$ cat config.mk
export PLATFORM = sky130hd
export DESIGN_NAME = triangular_runoff_lag_split
export DESIGN_NICKNAME = d
export VERILOG_FILES = /design/src/trl_pkg.sv /design/src/trl_div.sv /design/src/triangular_runoff_lag_split.sv
export VERILOG_INCLUDE_DIRS = /design/src /design/src/src
export SDC_FILE = /design/constraint.sdc
export NUM_CORES = 2
export LEC_CHECK = 0
export BUFFER_PORTS_ARGS = -buffer_cell sky130_fd_sc_hd__buf_2
export CAP_MARGIN = 0
export CORE_ASPECT_RATIO = 0.7
export CORE_MARGIN = 2
export CORE_UTILIZATION = 32
export CTS_BUF_LIST = sky130_fd_sc_hd__clkbuf_16
export CTS_CLUSTER_DIAMETER = 60
export DETAILED_ROUTE_END_ITERATION = 16
export PLACE_DENSITY_LB_ADDON = 0.12
export SLEW_MARGIN = 10
export SYNTH_ARGS = -nofsm -noshare
export SYNTH_HDL_FRONTEND = slang
export SYNTH_HIERARCHICAL = 1
export SYNTH_SLANG_ARGS = --single-unit
export TNS_END_PERCENT = 50
$ cat constraint.sdc
create_clock -name clk -period 20.4 [get_ports clk]
set_clock_uncertainty 0.2 [all_clocks]
set_input_delay 1.02 -clock clk [delete_from_list [all_inputs] [get_ports clk]]
set_output_delay 1.02 -clock clk [all_outputs]
set_load 0.03 [all_outputs]
$ cat src/assert_macros.svh
// Assertion macros for the lag split block
`ifndef ASSERT_MACROS_SVH
`define ASSERT_MACROS_SVH

`ifndef SYNTHESIS
`define TRL_ASSERT(lbl, prop, msg) \
  lbl: assert property (@(posedge clk) disable iff (!rst_n) (prop)) else $error(msg);
`define TRL_ASSERT_IMPLY(lbl, pre, post, msg) \
  lbl: assert property (@(posedge clk) disable iff (!rst_n) (pre) |-> (post)) else $error(msg);
`else
`define TRL_ASSERT(lbl, prop, msg)
`define TRL_ASSERT_IMPLY(lbl, pre, post, msg)
`endif

`endif

$ cat src/trl_pkg.sv
`default_nettype none

package trl_pkg;

  localparam int MAX_LAG_DEF_C = 16;
  localparam int LAG_CNT_W_C   = 5;
  localparam int QW_C          = 24;
  localparam int NUM_W_C       = 56;
  localparam int DEN_W_C       = 32;

  localparam logic [QW_C:0] SHARE_ONE_C = 25'h100_0000;

  typedef struct packed {
    logic [15:0] peak_lag;
    logic [16:0] area_share;
    logic [31:0] runoff_flow;
  } trl_in_t;

  typedef struct packed {
    logic [3:0]  lag_index;
    logic [31:0] lag_contribution;
    logic        last_lag;
  } trl_out_t;

  typedef struct packed {
    logic busy;
    logic done;
  } trl_div_stat_t;

  typedef enum logic [3:0] {
    ST_IDLE,
    ST_PROD,
    ST_PSQ,
    ST_LAG,
    ST_SQ,
    ST_DIV_GO,
    ST_DIV_WAIT,
    ST_INC,
    ST_MUL_H,
    ST_MUL_L,
    ST_EMIT
  } trl_state_t;

endpackage

`default_nettype wire

$ cat src/trl_div.sv
`default_nettype none

module trl_div import trl_pkg::*; (
  input  wire logic                 clk,
  input  wire logic                 rst_n,
  input  wire logic                 start,
  input  wire logic [NUM_W_C-1:0]   num,
  input  wire logic [DEN_W_C-1:0]   den,
  output trl_div_stat_t             stat,
  output logic [QW_C-1:0]           quo
);

  localparam int CNT_W = $clog2(QW_C + 1);

  logic [DEN_W_C-1:0] rem_r, rem_nxt;
  logic [QW_C-1:0]    low_r, low_nxt;
  logic [QW_C-1:0]    q_r, q_nxt;
  logic [CNT_W-1:0]   cnt_r, cnt_nxt;
  logic               busy_r, busy_nxt;
  logic               done_r, done_nxt;

  logic [DEN_W_C:0]   trial;
  logic [DEN_W_C:0]   diff;
  logic               ge;

  // restoring step: one quotient bit per cycle
  assign trial = {rem_r, low_r[QW_C-1]};
  assign ge    = trial >= {1'b0, den};
  assign diff  = trial - {1'b0, den};

  always_comb begin
    rem_nxt  = rem_r;
    low_nxt  = low_r;
    q_nxt    = q_r;
    cnt_nxt  = cnt_r;
    busy_nxt = busy_r;
    done_nxt = 1'b0;
    if (start) begin
      rem_nxt  = num[NUM_W_C-1:QW_C];
      low_nxt  = num[QW_C-1:0];
      cnt_nxt  = CNT_W'(QW_C);
      busy_nxt = 1'b1;
    end else if (busy_r) begin
      rem_nxt = ge ? diff[DEN_W_C-1:0] : trial[DEN_W_C-1:0];
      low_nxt = {low_r[QW_C-2:0], 1'b0};
      q_nxt   = {q_r[QW_C-2:0], ge};
      cnt_nxt = cnt_r - CNT_W'(1);
      if (cnt_r == CNT_W'(1)) begin
        busy_nxt = 1'b0;
        done_nxt = 1'b1;
      end
    end
  end

  always_ff @(posedge clk) begin
    if (!rst_n) begin
      busy_r <= 1'b0;
      done_r <= 1'b0;
      cnt_r  <= '0;
    end else begin
      busy_r <= busy_nxt;
      done_r <= done_nxt;
      cnt_r  <= cnt_nxt;
    end
  end

  always_ff @(posedge clk) begin
    rem_r <= rem_nxt;
    low_r <= low_nxt;
    q_r   <= q_nxt;
  end

  assign stat.busy = busy_r;
  assign stat.done = done_r;
  assign quo       = q_r;

endmodule

`default_nettype wire

$ cat src/triangular_runoff_lag_split.sv
// Triangular lag split of one grid cell's runoff.
// Input channel (in_valid/in_ready/in_data): one request per cell carrying the
// peak lag (Q8.8), area share (Q1.16) and runoff flow (Q16.16).
// Result channel (out_valid/out_ready/out_data): one result per lag slot,
// lag_index 0..n-1, the flow for that slot and last_lag on the final one,
// where n is lag_count limited to 1..MAX_LAG.
// Config channel (cfg_valid/cfg_ready/cfg_data): writes lag_count, always ready;
// write only while the block is idle.
// Sequence: a request first forms the share product and the peak square; each
// lag slot then squares its base and divides in the bit-serial divider (both
// skipped once its share is already one), scales its increment and emits.
// One 32x25 multiplier is shared by the share product, the squares and the
// scaling of each increment; the divider sets most of the per-slot time.
// in_ready is high only while no cell is in progress. A finished result waits
// in the output register; a stalled receiver holds the sequencer at the next
// result, and the final result may wait while the next request is taken.
// Reset (synchronous, rst_n low) empties the output register, returns the
// sequencer to idle and sets lag_count to 1.
`default_nettype none

`include "assert_macros.svh"

module triangular_runoff_lag_split import trl_pkg::*; #(
  parameter int MAX_LAG = MAX_LAG_DEF_C
) (
  input  wire logic                   clk,
  input  wire logic                   rst_n,
  input  wire logic                   in_valid,
  output logic                        in_ready,
  input  wire trl_in_t                in_data,
  output logic                        out_valid,
  input  wire logic                   out_ready,
  output trl_out_t                    out_data,
  input  wire logic                   cfg_valid,
  output logic                        cfg_ready,
  input  wire logic [LAG_CNT_W_C-1:0] cfg_data
);

  localparam int LW = $clog2(MAX_LAG + 1);

  trl_state_t state_r, state_nxt;

  logic [LAG_CNT_W_C-1:0] lag_count_r;
  logic                   out_valid_r, out_valid_nxt;
  trl_out_t               out_r, out_nxt;

  trl_in_t                in_r, in_nxt;
  logic [LW-1:0]          lag_r, lag_nxt;
  logic [LW-1:0]          n_r, n_nxt;
  logic [48:0]            prod_r, prod_nxt;
  logic [31:0]            psq_r, psq_nxt;
  logic [15:0]            base_r, base_nxt;
  logic                   rise_r, rise_nxt;
  logic [31:0]            sq_r, sq_nxt;
  logic [QW_C:0]          cur_r, cur_nxt;
  logic [QW_C:0]          prev_r, prev_nxt;
  logic [QW_C:0]          inc_r, inc_nxt;
  logic [49:0]            hi_r, hi_nxt;
  logic [QW_C:0]          lo_r, lo_nxt;

  logic [31:0]            mul_a;
  logic [24:0]            mul_b;
  logic [56:0]            mul_p;

  logic                   div_start;
  logic [NUM_W_C-1:0]     div_num;
  trl_div_stat_t          div_stat;
  logic [QW_C-1:0]        div_quo;

  logic [31:0]            lc32;
  logic [31:0]            n32;
  logic [31:0]            lag32;
  logic [31:0]            twice32;
  logic [50:0]            sum;
  logic [34:0]            val;
  logic [LW+3:0]          idx_ext;

  assign mul_p = mul_a * mul_b;

  assign div_num = rise_r ? ({24'b0, sq_r} << 39) : ({24'b0, sq_r} << 23);

  trl_div u_div (
    .clk   (clk),
    .rst_n (rst_n),
    .start (div_start),
    .num   (div_num),
    .den   (psq_r),
    .stat  (div_stat),
    .quo   (div_quo)
  );

  assign lc32    = 32'(lag_count_r);
  assign n32     = (lc32 == 32'd0) ? 32'd1 :
                   (lc32 > 32'(MAX_LAG)) ? 32'(MAX_LAG) : lc32;
  assign lag32   = 32'(lag_r);
  assign twice32 = {15'b0, in_r.peak_lag, 1'b0};
  assign sum     = {1'b0, hi_r} + {26'b0, lo_r};
  assign val     = sum[50:16];
  assign idx_ext = {4'b0, lag_r - LW'(1)};

  always_comb begin
    state_nxt     = state_r;
    out_valid_nxt = out_valid_r;
    out_nxt       = out_r;
    in_nxt        = in_r;
    lag_nxt       = lag_r;
    n_nxt         = n_r;
    prod_nxt      = prod_r;
    psq_nxt       = psq_r;
    base_nxt      = base_r;
    rise_nxt      = rise_r;
    sq_nxt        = sq_r;
    cur_nxt       = cur_r;
    prev_nxt      = prev_r;
    inc_nxt       = inc_r;
    hi_nxt        = hi_r;
    lo_nxt        = lo_r;
    mul_a         = '0;
    mul_b         = '0;
    div_start     = 1'b0;
    in_ready      = 1'b0;

    if (out_valid_r && out_ready) begin
      out_valid_nxt = 1'b0;
    end

    case (state_r)
      ST_IDLE: begin
        in_ready = 1'b1;
        if (in_valid) begin
          in_nxt    = in_data;
          n_nxt     = LW'(n32);
          lag_nxt   = LW'(1);
          prev_nxt  = '0;
          state_nxt = ST_PROD;
        end
      end
      ST_PROD: begin
        mul_a     = in_r.runoff_flow;
        mul_b     = {8'b0, in_r.area_share};
        prod_nxt  = mul_p[48:0];
        state_nxt = ST_PSQ;
      end
      ST_PSQ: begin
        mul_a     = {16'b0, in_r.peak_lag};
        mul_b     = {9'b0, in_r.peak_lag};
        psq_nxt   = mul_p[31:0];
        state_nxt = ST_LAG;
      end
      ST_LAG: begin
        if (twice32 < ((lag32 + 32'd1) << 8)) begin
          cur_nxt   = SHARE_ONE_C;
          state_nxt = ST_INC;
        end else if ((lag32 << 8) <= {16'b0, in_r.peak_lag}) begin
          base_nxt  = 16'(lag_r);
          rise_nxt  = 1'b1;
          state_nxt = ST_SQ;
        end else begin
          base_nxt  = 16'(twice32 - (lag32 << 8));
          rise_nxt  = 1'b0;
          state_nxt = ST_SQ;
        end
      end
      ST_SQ: begin
        mul_a     = {16'b0, base_r};
        mul_b     = {9'b0, base_r};
        sq_nxt    = mul_p[31:0];
        state_nxt = ST_DIV_GO;
      end
      ST_DIV_GO: begin
        div_start = 1'b1;
        state_nxt = ST_DIV_WAIT;
      end
      ST_DIV_WAIT: begin
        if (div_stat.done) begin
          cur_nxt   = rise_r ? {1'b0, div_quo} : (SHARE_ONE_C - {1'b0, div_quo});
          state_nxt = ST_INC;
        end
      end
      ST_INC: begin
        inc_nxt   = (cur_r > prev_r) ? (cur_r - prev_r) : '0;
        prev_nxt  = cur_r;
        state_nxt = ST_MUL_H;
      end
      ST_MUL_H: begin
        mul_a     = {7'b0, prod_r[48:24]};
        mul_b     = inc_r;
        hi_nxt    = mul_p[49:0];
        state_nxt = ST_MUL_L;
      end
      ST_MUL_L: begin
        mul_a     = {8'b0, prod_r[23:0]};
        mul_b     = inc_r;
        lo_nxt    = mul_p[48:24];
        state_nxt = ST_EMIT;
      end
      ST_EMIT: begin
        if (!out_valid_r || out_ready) begin
          out_valid_nxt            = 1'b1;
          out_nxt.lag_index        = idx_ext[3:0];
          out_nxt.lag_contribution = (|val[34:32]) ? 32'hFFFF_FFFF : val[31:0];
          out_nxt.last_lag         = (lag_r == n_r);
          if (lag_r == n_r) begin
            state_nxt = ST_IDLE;
          end else begin
            lag_nxt   = lag_r + LW'(1);
            state_nxt = ST_LAG;
          end
        end
      end
      default: begin
        state_nxt = ST_IDLE;
      end
    endcase
  end

  always_ff @(posedge clk) begin
    if (!rst_n) begin
      state_r     <= ST_IDLE;
      out_valid_r <= 1'b0;
      lag_count_r <= LAG_CNT_W_C'(1);
    end else begin
      state_r     <= state_nxt;
      out_valid_r <= out_valid_nxt;
      if (cfg_valid) begin
        lag_count_r <= cfg_data;
      end
    end
  end

  always_ff @(posedge clk) begin
    out_r  <= out_nxt;
    in_r   <= in_nxt;
    lag_r  <= lag_nxt;
    n_r    <= n_nxt;
    prod_r <= prod_nxt;
    psq_r  <= psq_nxt;
    base_r <= base_nxt;
    rise_r <= rise_nxt;
    sq_r   <= sq_nxt;
    cur_r  <= cur_nxt;
    prev_r <= prev_nxt;
    inc_r  <= inc_nxt;
    hi_r   <= hi_nxt;
    lo_r   <= lo_nxt;
  end

  assign cfg_ready = 1'b1;
  assign out_valid = out_valid_r;
  assign out_data  = out_r;

  `TRL_ASSERT_IMPLY(a_div_start_idle, div_start, !div_stat.busy, "divider restarted while busy")
  `TRL_ASSERT_IMPLY(a_quo_range, div_stat.done, div_quo <= 24'h80_0000, "share quotient out of range")
  `TRL_ASSERT_IMPLY(a_inc_range, state_r == ST_MUL_H, inc_r <= SHARE_ONE_C, "increment above one")
  `TRL_ASSERT_IMPLY(a_prev_range, state_r != ST_IDLE && state_r != ST_PROD, prev_r <= SHARE_ONE_C, "cumulative share above one")

endmodule

`default_nettype wire

==> metrics.md <==
| Metric | Value |
|---|---|
| Final #Nets | approximately 5700 |
| Vias per cell | 4.91 |
| Post-Syn Area | ~0.047 mm² |
| TritonCTS clock tree | yes |
| Peak supply drop | just over 0.00007 V |
| Port Buffers | approximately 110 |
| First-pass GRT wire length | between 200000 and 250000 µm |
| Final RePlAce weighted congestion | 0.944 |
| Pin count of the biggest net entering global routing | 120 |
| RSZ-0062 raised after global routing | false |
| Design area | between 0.05 and 0.06 mm² |
| Arrival time worst endpoint | around 11000 ps |
| Worst hold margin | 299 ps |
| CTS buffer count | 56 |
| CP top delay family | adder cells |
| Most frequent CP cell | fa_1 |
| Startpoint Class | flip-flop |
| Slowest stage cell on the critical path | a221o_1 |
| Clk Latency, worst-skew pair | ~670 ps |
| Syn Area/Cell | about 10 µm² |
| CTS clk-pin slew, worst paths | 60 ps |
| Area delta synth->final | 10.6% |
| WP buf/inv | 7 |
| DP Wirelength | around 130000 µm |
| Pre-Repair DR Iteration Count | 5 |
| # Post-CTS Setup Buffers | 0 |
| Hold_buf cts | 0 |
| CP endpoint kind | flip-flop |
| Slew headroom | roughly 11% |
| Max-slew violations | 0 |
| P_sw | 2.31 mW |
| P_int | roughly 2.7 mW |
| Cell area after placement | around 0.05 mm² |
| Post_cts resized | 0 |
| Most frequent cells in the layout | inv_1 (869), fa_1 (671), nand2_1 (578), nor2_1 (507), edfxtp_1 (472) |
| Fmax | 0.0905 GHz |
| Min cycle time layout | 11050 ps |
| Total congestion overflow | 0 |
| Critical path class | flip-flop to flip-flop |
| Worst Path Required | 20590 ps |
| Gate Count Post-Synth | between 4000 and 5000 |
| Via count | between 30000 and 40000 |
| Antenna diodes | 0 |
| Status | complete, no violations |
| Combinational fraction of design power | between 50% and 60% |
| Warnings, synthesis | 6 |
| Die W | ~460 µm |
| Sequential Power Share | roughly 29% |
| Die area | between 0.15 and 0.2 mm² |
| Max-Cap Viols | 0 |
| Maximum clock path buffer count | 3 |
| Crit Path Max Fanout | 70 |
| H-tree levels | 2 |
| CORE AREA | 0.146 mm² |
| Post-route ant nets | 0 |
| Placement Rows | about 120 |
| Initial Util | roughly a third |
| Most common library cell in the layout ignoring fill and taps | inv_1 |
| Fin. Hold Viols | 0 |
| DRC viols | 0 |
| CP peak stage delay | around 910 ps |
| HP Start | u_div/quo[15]$_DFFE_PP_ |
| DP Worst Slack | approximately 9400 ps |
| Initial antenna violation count | 9 |
| Routed wire length per instance | roughly 24 µm |
| Vias in the first global route | ~34000 |
| Leakage | between 20 and 25 nW |
| Setup_tns | 0 ps |
| Worst Max-Slew Pin Slew | 1330 ps |
| R2r startpoint | state_r[0]$_SDFFE_PN0P_ |
| Die height | ~320 µm |
| Initial DRC Count | slightly above 3000 |
| Power Density | approximately 97 mW/mm² |
| Root buffer cell | clkbuf_16 |
| Switching portion of total power | between 40% and 50% |
| Num ports | 115 |
| Worst min path class | flip-flop to flip-flop |
| CTS sink count | 489 |
| Setup violations, final | 0 |
| Total GRT Usage | 22.0% |
| CP startpoint | state_r[0]$_SDFFE_PN0P_ |
| Period Utilization, post-route | 54.2% |
| Proportion of layout cells with a drive suffix above 1 | between 8 and 9% |
| Final WS setup | 9350 ps |
| WL final | between 150000 and 200000 µm |
| Clock network power share | 20.2% |
area by class of cell:
type                    count  area, µm²
flip-flops and latches    489      14500
clock buffers              57       1430
well taps                1963       2460
multi-input cells        3127      28800
inverters                 863       3240
repair buffers            187       1130
fillers                 14800      93600
clock inverters            47        423
layer usage:
metal | GRT usage [%] | vias to the layer above | wire [µm]
met3 | 7.79 | 144 | 18200
met4 | 4.16 | 2 | 3160
met1 | 34.6 | 16800 | 80300
met2 | 28.5 | 1235 | 61300
li1 | - | 14900 | -
met5 | 0 | - | 13
worst reg2reg max path: cells and delay by family, from the launching register on:
family / cells / cell delay (ps)
flip-flops: 1 / 600
adder cells (fa/ha/maj): 8 / 4010
buffers and inverters: 7 / 1810
AO/OA/AOI/OAI: 6 / 2400
AND/OR/NAND/NOR: 6 / 1300
XOR/XNOR: 1 / 450
per-stage QoR:
stage	std cells	power [mW]	utilization (%)
final	6733	5.05	35.7
after global routing	6733	5.40	35.7
after CTS	6733	5.08	35.7
after detailed placement	6629	4.01	34.4
after global placement	6629	4.03	34.4
after floorplan	4683	2.94	-
power groups by stage:
| stage | logic (mW) | registers, mW | clock network [mW] |
|---|---|---|---|
| 5_1_grt | 2.83 | 1.47 | 1.09 |
| 3_3_place_gp | 2.54 | 1.49 | 0 |
| 6_report | 2.56 | 1.47 | 1.02 |
| 3_5_place_dp | 2.53 | 1.48 | 0 |
| 4_1_cts | 2.56 | 1.47 | 1.06 |
| 2_1_floorplan | 1.51 | 1.43 | 0 |
registers in the layout, summed over array words and instances (netlist names), 24 cells and up:
signal	count
lo_r	25
u_div/rem_r	32
sq_r	32
u_div/low_r	24
inc_r	25
cur_r	25
hi_r	50
psq_r	32
out_data	37
prod_r	49
u_div/quo	24
in_r	65
prev_r	25
final timing paths:
| kind | cells after the start | slack, ps | to |
|---|---|---|---|
| worst max-delay path | 28 | 9350 | lo_r[22]$_DFFE_PN_ |
| worst min-delay path | 0 | 300 | u_div/quo[16]$_DFFE_PP_ |
| worst max register to register | 28 | 9350 | lo_r[22]$_DFFE_PN_ |
| worst min register to register | 0 | 300 | u_div/quo[16]$_DFFE_PP_ |
(Power assumes the default switching activity.)
